--- src/hdl/adc_frame_unpack_and_scale_defines.svh ---
// ----------------------------------------------------------------------------
// adc frame unpack and scale assertion macros
// shared property shorthands, clocked on clock and held off during reset
// ----------------------------------------------------------------------------
`ifndef ADC_FRAME_UNPACK_AND_SCALE_DEFINES_SVH
`define ADC_FRAME_UNPACK_AND_SCALE_DEFINES_SVH

`ifndef NO_ASSERTIONS
// same-cycle implication
`define AFUS_ASSERT_NOW(lbl, ante, cons) \
   lbl: assert property (@(posedge clock) disable iff (reset) (ante) |-> (cons)) \
      else $error("afus assertion failed");
// next-cycle implication
`define AFUS_ASSERT_NEXT(lbl, ante, cons) \
   lbl: assert property (@(posedge clock) disable iff (reset) (ante) |=> (cons)) \
      else $error("afus assertion failed");
`else
`define AFUS_ASSERT_NOW(lbl, ante, cons)
`define AFUS_ASSERT_NEXT(lbl, ante, cons)
`endif

`endif

--- src/hdl/afus_pkg.sv ---
// ----------------------------------------------------------------------------
// afus_pkg
// shared constants, codes and controller/datapath link types
// ----------------------------------------------------------------------------
package afus_pkg;

   // field widths
   localparam int CH_W      = 4;
   localparam int BYTE_W    = 8;
   localparam int RAW_W     = 16;
   localparam int UV_W      = 27;
   localparam int ENABLE_W  = 15;
   localparam int ACC_W     = 4;
   localparam int CSR_IDX_W = 1;
   localparam int CSR_DAT_W = 15;

   // scaling: uv = raw * 5000000 / (4095 * (acc + 1))
   localparam int SCALE_W   = 23;
   localparam int ADCMAX_W  = 12;
   localparam logic [SCALE_W-1:0]  FULL_SCALE_UV = 23'd5000000;
   localparam logic [ADCMAX_W-1:0] ADC_MAX_CODE  = 12'd4095;
   localparam int PROD_W    = RAW_W + SCALE_W;   // dividend width
   localparam int DIVISOR_W = 16;                // 4095 * 16 = 65520
   localparam int DIV_STEPS = PROD_W;
   localparam int CNT_W     = 6;

   // request kinds
   localparam logic REQ_FRAME_BYTE = 1'b0;
   localparam logic REQ_READ       = 1'b1;

   // configuration register indexes
   localparam logic [CSR_IDX_W-1:0] CSR_CHANNEL_ENABLE   = 1'd0;
   localparam logic [CSR_IDX_W-1:0] CSR_ACCUMULATE_COUNT = 1'd1;

   // controller to datapath
   typedef struct packed {
      logic frame_we;    // take a frame byte
      logic read_load;   // latch raw value, sequence and divisor
      logic mul;         // form the dividend
      logic div_step;    // one restoring division step
      logic rsp_load;    // load the result registers
   } cmd_type;

   // datapath to controller
   typedef struct packed {
      logic div_last;    // current step is the final one
   } sts_type;

endpackage

--- src/hdl/afus_ctrl.sv ---
// ----------------------------------------------------------------------------
// afus_ctrl
// sequencer for the read path and owner of the handshakes
// ----------------------------------------------------------------------------
`include "adc_frame_unpack_and_scale_defines.svh"

module afus_ctrl (
   input  logic              clock,
   input  logic              reset,
   input  logic              req_valid,
   output logic              req_ready,
   input  logic              req_type,
   output logic              rsp_valid,
   input  logic              rsp_ready,
   output afus_pkg::cmd_type cmd,
   input  afus_pkg::sts_type sts
);
   import afus_pkg::*;

   typedef enum logic [1:0] {
      S_IDLE,
      S_MUL,
      S_DIV,
      S_DONE
   } state_type;

   state_type state_ff, state_in;
   logic      rsp_valid_ff, rsp_valid_in;
   logic      slot_free;

   assign slot_free = !rsp_valid_ff || rsp_ready;

   always_comb begin
      cmd           = '0;
      state_in      = state_ff;
      rsp_valid_in  = rsp_valid_ff && !rsp_ready;
      case (state_ff)
         S_IDLE: begin
            if (req_valid) begin
               if (req_type == REQ_READ) begin
                  cmd.read_load = 1'b1;
                  state_in      = S_MUL;
               end else begin
                  cmd.frame_we = 1'b1;
               end
            end
         end
         S_MUL: begin
            cmd.mul  = 1'b1;
            state_in = S_DIV;
         end
         S_DIV: begin
            cmd.div_step = 1'b1;
            if (sts.div_last) begin
               state_in = S_DONE;
            end
         end
         S_DONE: begin
            if (slot_free) begin
               cmd.rsp_load = 1'b1;
               rsp_valid_in = 1'b1;
               state_in     = S_IDLE;
            end
         end
         default: begin
            state_in = S_IDLE;
         end
      endcase
   end

   always_ff @(posedge clock) begin
      if (reset) begin
         state_ff     <= S_IDLE;
         rsp_valid_ff <= 1'b0;
      end else begin
         state_ff     <= state_in;
         rsp_valid_ff <= rsp_valid_in;
      end
   end

   assign req_ready = (state_ff == S_IDLE);
   assign rsp_valid = rsp_valid_ff;

   // a read always moves on to the multiply step
   `AFUS_ASSERT_NEXT(a_read_to_mul, req_valid && req_ready && req_type == REQ_READ, state_ff == S_MUL)
   // loading a result always raises valid
   `AFUS_ASSERT_NEXT(a_load_sets_valid, cmd.rsp_load, rsp_valid_ff)
   // the result register is never overwritten while still held
   `AFUS_ASSERT_NOW(a_no_overwrite, cmd.rsp_load, !rsp_valid_ff || rsp_ready)

endmodule

--- src/hdl/afus_dp.sv ---
// ----------------------------------------------------------------------------
// afus_dp
// frame unpacking, channel value store, configuration and scaling datapath
// ----------------------------------------------------------------------------
`include "adc_frame_unpack_and_scale_defines.svh"

module afus_dp #(
   parameter int NUM_CHANNELS = 15
) (
   input  logic                             clock,
   input  logic                             reset,
   input  afus_pkg::cmd_type                cmd,
   output afus_pkg::sts_type                sts,
   input  logic                             req_frame_start,
   input  logic [afus_pkg::BYTE_W-1:0]      req_data_byte,
   input  logic [afus_pkg::CH_W-1:0]        req_channel,
   input  logic                             csr_we,
   input  logic [afus_pkg::CSR_IDX_W-1:0]   csr_index,
   input  logic [afus_pkg::CSR_DAT_W-1:0]   csr_wdata,
   output logic [afus_pkg::RAW_W-1:0]       rsp_raw_value,
   output logic [afus_pkg::BYTE_W-1:0]      rsp_sequence_res,
   output logic [afus_pkg::UV_W-1:0]        rsp_voltage_uv
);
   import afus_pkg::*;

   localparam int IDX_W = (NUM_CHANNELS > 1) ? $clog2(NUM_CHANNELS) : 1;

   // configuration
   logic [ENABLE_W-1:0] enable_ff;
   logic [ACC_W-1:0]    acc_ff;

   // frame state
   logic [BYTE_W-1:0]   seq_ff;
   logic [CH_W-1:0]     frame_ch_ff;
   logic                pend_ff;
   logic [BYTE_W-1:0]   latch_ff;
   logic [RAW_W-1:0]    values_ff [NUM_CHANNELS];

   // read path
   logic [RAW_W-1:0]     raw_ff;
   logic [BYTE_W-1:0]    seq_cap_ff;
   logic [DIVISOR_W-1:0] divisor_ff;
   logic [PROD_W-1:0]    quo_ff;
   logic [DIVISOR_W-1:0] rem_ff;
   logic [CNT_W-1:0]     cnt_ff;

   // result registers
   logic [RAW_W-1:0]     out_raw_ff;
   logic [BYTE_W-1:0]    out_seq_ff;
   logic [UV_W-1:0]      out_uv_ff;

   logic [CH_W-1:0]      next_ch;
   logic [CH_W-1:0]      wr_off;
   logic [CH_W-1:0]      rd_off;
   logic                 wr_ok;
   logic                 rd_ok;
   logic [DIVISOR_W:0]   trial;
   logic                 fits;
   logic [ADCMAX_W+ACC_W:0] divisor_full;

   // lowest enabled channel above the current one, zero if none
   always_comb begin
      next_ch = '0;
      for (int c = NUM_CHANNELS; c >= 1; c--) begin
         if (enable_ff[c-1] && (CH_W'(c) > frame_ch_ff)) begin
            next_ch = CH_W'(c);
         end
      end
   end

   assign wr_ok  = (frame_ch_ff != '0) && (frame_ch_ff <= CH_W'(NUM_CHANNELS));
   assign wr_off = frame_ch_ff - CH_W'(1);
   assign rd_ok  = (req_channel != '0) && (req_channel <= CH_W'(NUM_CHANNELS));
   assign rd_off = req_channel - CH_W'(1);

   assign divisor_full = ADC_MAX_CODE * ({1'b0, acc_ff} + (ACC_W+1)'(1));

   assign trial = {rem_ff, quo_ff[PROD_W-1]};
   assign fits  = (trial >= {1'b0, divisor_ff});

   assign sts.div_last = (cnt_ff == CNT_W'(DIV_STEPS - 1));

   // configuration writes
   always_ff @(posedge clock) begin
      if (reset) begin
         enable_ff <= '0;
         acc_ff    <= '0;
      end else if (csr_we) begin
         case (csr_index)
            CSR_CHANNEL_ENABLE:   enable_ff <= csr_wdata[ENABLE_W-1:0];
            CSR_ACCUMULATE_COUNT: acc_ff    <= csr_wdata[ACC_W-1:0];
            default: ;
         endcase
      end
   end

   // frame unpacking
   always_ff @(posedge clock) begin
      if (reset) begin
         seq_ff      <= '0;
         frame_ch_ff <= '0;
         pend_ff     <= 1'b0;
         latch_ff    <= '0;
         for (int i = 0; i < NUM_CHANNELS; i++) begin
            values_ff[i] <= '0;
         end
      end else if (cmd.frame_we) begin
         if (req_frame_start) begin
            seq_ff      <= req_data_byte;
            frame_ch_ff <= '0;
            pend_ff     <= 1'b0;
            latch_ff    <= '0;
         end else if (pend_ff) begin
            if (wr_ok) begin
               values_ff[wr_off[IDX_W-1:0]] <= {req_data_byte, latch_ff};
            end
            pend_ff <= 1'b0;
         end else if (next_ch != '0) begin
            frame_ch_ff <= next_ch;
            latch_ff    <= req_data_byte;
            pend_ff     <= 1'b1;
         end
      end
   end

   // read: capture, multiply, then restoring division one bit a cycle
   always_ff @(posedge clock) begin
      if (cmd.read_load) begin
         raw_ff     <= rd_ok ? values_ff[rd_off[IDX_W-1:0]] : '0;
         seq_cap_ff <= seq_ff;
         divisor_ff <= divisor_full[DIVISOR_W-1:0];
      end
      if (cmd.mul) begin
         quo_ff <= PROD_W'(raw_ff * FULL_SCALE_UV);
         rem_ff <= '0;
         cnt_ff <= '0;
      end else if (cmd.div_step) begin
         quo_ff <= {quo_ff[PROD_W-2:0], fits};
         rem_ff <= fits ? DIVISOR_W'(trial - {1'b0, divisor_ff}) : trial[DIVISOR_W-1:0];
         cnt_ff <= cnt_ff + CNT_W'(1);
      end
      if (cmd.rsp_load) begin
         out_raw_ff <= raw_ff;
         out_seq_ff <= seq_cap_ff;
         out_uv_ff  <= quo_ff[UV_W-1:0];
      end
   end

   assign rsp_raw_value    = out_raw_ff;
   assign rsp_sequence_res = out_seq_ff;
   assign rsp_voltage_uv   = out_uv_ff;

   // partial remainder stays below the divisor
   `AFUS_ASSERT_NOW(a_rem_below_div, cmd.div_step, rem_ff < divisor_ff)
   // a pending low byte always belongs to a channel
   `AFUS_ASSERT_NOW(a_pend_has_ch, pend_ff, frame_ch_ff != '0)
   // frame position never runs past the store
   `AFUS_ASSERT_NOW(a_ch_in_range, 1'b1, frame_ch_ff <= CH_W'(NUM_CHANNELS))

endmodule

--- src/hdl/adc_frame_unpack_and_scale.sv ---
// ----------------------------------------------------------------------------
// adc_frame_unpack_and_scale
// unpacks polled adc frames into a channel store and serves scaled reads
// ----------------------------------------------------------------------------
// a frame byte is taken and gives no result; the first byte of a frame
// (req_frame_start high) is the sequence number, then one little-endian
// 16-bit word follows per enabled channel in ascending order, extra bytes are
// dropped. a read (req_type high) goes from accept to rsp_valid in steps:
// the stored value is captured at the accepting edge, then the 16x23
// multiply, the bit-serial divider by 4095*(accumulate_count+1) and the
// load of the result register; req_ready is low for that whole span.
// the result register holds while rsp_ready is low, and frame bytes are still
// taken meanwhile; a second read waits in its load step until the register
// is free. reads of channel 0 or above NUM_CHANNELS give raw 0 and 0 uv.
// configuration is a plain write port, index 0 channel_enable, index 1
// accumulate_count.
// ----------------------------------------------------------------------------

module adc_frame_unpack_and_scale #(
   parameter int NUM_CHANNELS = 15
) (
   input  logic                           clock,
   input  logic                           reset,

   // request channel
   input  logic                           req_valid,
   output logic                           req_ready,
   input  logic                           req_type,
   input  logic                           req_frame_start,
   input  logic [afus_pkg::BYTE_W-1:0]    req_data_byte,
   input  logic [afus_pkg::CH_W-1:0]      req_channel,

   // response channel
   output logic                           rsp_valid,
   input  logic                           rsp_ready,
   output logic [afus_pkg::RAW_W-1:0]     rsp_raw_value,
   output logic [afus_pkg::BYTE_W-1:0]    rsp_sequence_res,
   output logic [afus_pkg::UV_W-1:0]      rsp_voltage_uv,

   // configuration writes
   input  logic                           csr_we,
   input  logic [afus_pkg::CSR_IDX_W-1:0] csr_index,
   input  logic [afus_pkg::CSR_DAT_W-1:0] csr_wdata
);
   import afus_pkg::*;

   cmd_type cmd;
   sts_type sts;

   // sequencer and handshakes
   afus_ctrl u_ctrl (
      .clock     (clock),
      .reset     (reset),
      .req_valid (req_valid),
      .req_ready (req_ready),
      .req_type  (req_type),
      .rsp_valid (rsp_valid),
      .rsp_ready (rsp_ready),
      .cmd       (cmd),
      .sts       (sts)
   );

   // store, configuration and arithmetic
   afus_dp #(
      .NUM_CHANNELS (NUM_CHANNELS)
   ) u_dp (
      .clock            (clock),
      .reset            (reset),
      .cmd              (cmd),
      .sts              (sts),
      .req_frame_start  (req_frame_start),
      .req_data_byte    (req_data_byte),
      .req_channel      (req_channel),
      .csr_we           (csr_we),
      .csr_index        (csr_index),
      .csr_wdata        (csr_wdata),
      .rsp_raw_value    (rsp_raw_value),
      .rsp_sequence_res (rsp_sequence_res),
      .rsp_voltage_uv   (rsp_voltage_uv)
   );

endmodule

--- config.mk ---
export PLATFORM = sky130hd
export DESIGN_NAME = adc_frame_unpack_and_scale
export DESIGN_NICKNAME = d
export VERILOG_FILES = /design/src/hdl/afus_pkg.sv /design/src/hdl/afus_ctrl.sv /design/src/hdl/afus_dp.sv /design/src/hdl/adc_frame_unpack_and_scale.sv
export VERILOG_INCLUDE_DIRS = /design/src /design/src/hdl
export SDC_FILE = /design/constraint.sdc
export NUM_CORES = 1
export LEC_CHECK = 0
export BUFFER_PORTS_ARGS = -buffer_cell sky130_fd_sc_hd__buf_2
export CAP_MARGIN = 25
export CORE_ASPECT_RATIO = 0.9
export CORE_MARGIN = 3
export CORE_UTILIZATION = 63
export CTS_CLUSTER_DIAMETER = 120
export CTS_CLUSTER_SIZE = 14
export DETAILED_ROUTE_END_ITERATION = 12
export PLACE_DENSITY = 0.78
export REMOVE_ABC_BUFFERS = 1
export SLEW_MARGIN = 40
export SYNTH_ARGS = -nofsm -noshare
export SYNTH_HDL_FRONTEND = slang
export SYNTH_SLANG_ARGS = --single-unit
--- constraint.sdc ---
create_clock -name clock -period 7.14 [get_ports clock]
set_input_delay 1.071 -clock clock [delete_from_list [all_inputs] [get_ports clock]]
set_output_delay 1.071 -clock clock [all_outputs]
set_load 0.05 [all_outputs]
==> results.tsv <==
metric	value	unit
outcome	finished clean	
largest family of logic cells by synthesized area	adder cells	
VDD IR-drop max	527.7	µV
Tot GR Track Use	25.17	%
DR DRC count	0	
Crit. End Element	register	
synthesized cell area	25010	µm²
Final Slew Violations	0	
Post-synth EDFFs	380	
fraction of layout cells with a size suffix above 1	12.52	%
PwrDens	456.8	nW/µm²
Final Instance Count excl. Fillers	2594	
Seq/Total Area, Yosys	51.31	%
DRT iter0 DRCs	1302	
Comb pwr share	56.3	%
initial core utilization	64.46	%
switching share of power	41.10	%
hold-fix buffers at CTS	0	
die area	42120	µm²
synth warn	0	
post-synthesis compound-gate area fraction	7.950	%
cts repair resizes	0	
Area Overhead vs Synth	8.436	%
sequential share of power	28.3	%
H-tree depth	2	
Max Fclk	163.5	MHz
vias in the first global route	15590	
Crit Path Max Fanout	8	
Tot Pwr	12.39	mW
Max Cap Viol	0	
Setup WS pre-CTS	1013	ps
clock skew	23.01	ps
Cells after DPL	2538	
area fraction of the dominant cell type after synthesis	45.63	%
CTS Buf Count	38	
synth unique cells	75	
clk buf depth	3	
DP Area	26060	µm²
global route total overflow	0	
Rows	68	
Nets	2356	
Setup Buffers After CTS	0	
critical path type	register to register	
hold slack	427.6	ps
Leak	11.08	nW
Final Wtd Congestion	0.8869	
chip height	195.0	µm
Filler cells	2753	
x dimension of the die	216.0	µm
unrepaired setup endpoints after global routing	false	
first-pass GRT wire length	83.95	mm
area share of fa/ha/maj cells after synthesis	15.75	%
WP buf/inv	6	
Final WS setup	1025	ps
NetSw	5.090	mW
#FFs+latches synth	451	
Synth Area in XOR/XNOR	1.821	%
Worst Hold Class	register to register	
final hold vios	0	
mux contribution to synthesized area	6.769	%
clock root cell	clkbuf_16	
critical-path cell list	inv_1 > ha_1 > inv_1 > fa_1 > fa_1 > inv_1 > fa_1 > inv_1 > fa_1 > inv_1 > fa_1 > inv_1 > ha_1 > and3_1 > nand2_1 > nand2_1 > a21oi_1 > o21a_4 > o21ai_4 > a31oi_1 > mux2_1 > a221o_1	
Power Internal	7.296	mW
post-layout min period	6115	ps
setup TNS	0	ps
ys flop type	edfxtp_1	
top cells by area, synth	edfxtp_1 (46%), ha_1 (9.5%), fa_1 (6.2%)	
crit path DAT	6420	ps
crit path launch type	register	
delay-heaviest family, CP	adder cells	
via count	15240	
WL final	52.00	mm
Worst-Skew Late Latency	550	ps
core box area	38800	µm²
Routed WL per cell	20.05	µm
cell taking the most area after synthesis	edfxtp_1	
routed vias/inst	5.875	
initial antenna violation count	0	
fin util	69.89	%
count of input and output buffers	87	
Worst-path clk slew	70	ps
Worst path max stage delay	530	ps
TritonCTS clock tree	done	
slowest CP cell	edfxtp_1	
Final Instance Area	27120	µm²
post-synthesis simple-gate area fraction	12.17	%
Ant. Diodes	0	
largest net degree at the start of global routing	68	
Ports	88	
Worst-Margin Slew	773.9	ps
Crit path required time	7440	ps
relative slew slack	48.34	%
1st-pass router iterations	9	
Clk network pwr share	15.4	%
cells after synthesis	1977	
final worst-path cycle share	85.65	%
clk sinks	451	
FFs w/ async S/R, synth	0	%
final setup violation count	0	
HPWL after DPL	34.90	mm
Avg Synthesized Cell Area	12.65	µm²
ANT nets after route	0	
CP most frequent cell	inv_1	
-- final cells by class --
cell class,count,area (µm²),area share [%]
Sequential cell,451,12830,47.32
Multi-Input combinational cell,1267,11260,41.51
Clock buffer,53,1007,3.714
Inverter,185,694.4,2.561
Tap cell,525,656.9,2.422
Timing Repair Buffer,110,614.3,2.265
Clock inverter,3,55.05,0.2030
-- cell families after synthesis --
logic type                 after synthesis
buffers and inverters                  274
muxes                                   89
other                                    1
DFF                                    451
and+or+nand+nor                        561
AOI/OAI and AO/OA                      281
adders and majority gates              268
xor gates and xnor gates                52
-- power by group through the flow --
| stage | Clock [mW] | Sequential, mW | Combinational [mW] |
|---|---|---|---|
| after floorplan | 0 | 3.59 | 5.41 |
| after global placement | 0 | 3.55 | 6.71 |
| after detailed placement | 0 | 3.56 | 6.92 |
| after CTS | 1.93 | 3.51 | 6.99 |
| after global routing | 2.03 | 3.55 | 7.97 |
| final | 1.90 | 3.51 | 6.97 |
-- worst paths after layout --
kind | from | end | slack (ps) | cells after the start
max | u_dp.raw_ff[14]$_SDFFCE_PN0P_ | u_dp.quo_ff[31]$_DFFE_PP_ | 1020 | 22
min | u_dp.seq_cap_ff[7]$_DFFE_PP_ | u_dp.rsp_sequence_res[7]$_DFFE_PP_ | 430 | 0
max reg2reg | u_dp.raw_ff[14]$_SDFFCE_PN0P_ | u_dp.quo_ff[31]$_DFFE_PP_ | 1020 | 22
min reg2reg | u_dp.seq_cap_ff[7]$_DFFE_PP_ | u_dp.rsp_sequence_res[7]$_DFFE_PP_ | 430 | 0
-- worst reg2reg max path: stages (launching register included) --
cell      delay (ps)
edfxtp_1         530
inv_1            130
ha_1             350
inv_1             70
fa_1             480
fa_1             520
inv_1             50
fa_1             530
inv_1             50
fa_1             540
inv_1             60
fa_1             530
inv_1             40
ha_1             330
and3_1           220
nand2_1           80
nand2_1           50
a21oi_1          240
o21a_4           190
o21ai_4           70
a31oi_1          210
mux2_1           340
a221o_1          250
-- synth_stat cells, types with 6 or more instances --
library cell / number
a211oi_1: 45
a21o_1: 14
a21oi_1: 75
a22o_1: 39
a311oi_1: 10
and2_1: 244
and3_1: 6
buf_1: 7
buf_2: 11
clkbuf_1: 68
dfxtp_1: 71
edfxtp_1: 380
fa_1: 78
ha_1: 190
inv_1: 185
mux2i_1: 24
mux4_2: 64
nand2_1: 119
nand2b_1: 12
nand3_1: 16
nand4_1: 11
nor2_1: 68
nor2b_1: 27
nor3_1: 14
o21ai_0: 20
o21ai_1: 11
o21bai_1: 10
o31ai_1: 6
or2_2: 17
xnor2_1: 32
xor2_1: 20
-- placed cells by master, fill, tap and decap left out, drive strengths merged, types with 7 or more instances in the layout --
cell type and count:
a211oi 46, a21o 14, a21oi 76, a22o 39, a311oi 10, and2 244, buf 110, clkbuf 53
conb 16, dfxtp 71, edfxtp 380, fa 78, ha 190, inv 186, mux2i 24, mux4 64
nand2 119, nand2b 12, nand3 16, nand4 11, nor2 68, nor2b 27, nor3 16, o21ai 32
o21bai 10, o31ai 7, or2 19, xnor2 32, xor2 20
-- state kept, by name (all words and copies together), names as in the netlist, 6 cells and up --
signal,flops
u_dp.seq_ff,8
u_dp.enable_ff,15
u_dp.seq_cap_ff,8
u_dp.latch_ff,8
u_dp.rsp_voltage_uv,27
u_dp.cnt_ff,6
u_dp.raw_ff,16
u_dp.rsp_sequence_res,8
u_dp.divisor_ff,16
u_dp.quo_ff,39
u_dp.rsp_raw_value,16
u_dp.rem_ff,16
u_dp.values_ff,256
-- per-layer routing --
layer	share of wire [%]	global-route usage, %	up-vias
li1	-	-	7160
met1	42	34.35	7585
met2	50	43.24	409
met3	5.4	3.159	85
met4	2.7	7.027	0
met5	0	0	-
No activity file was read; power rests on OpenSTA's default activity.
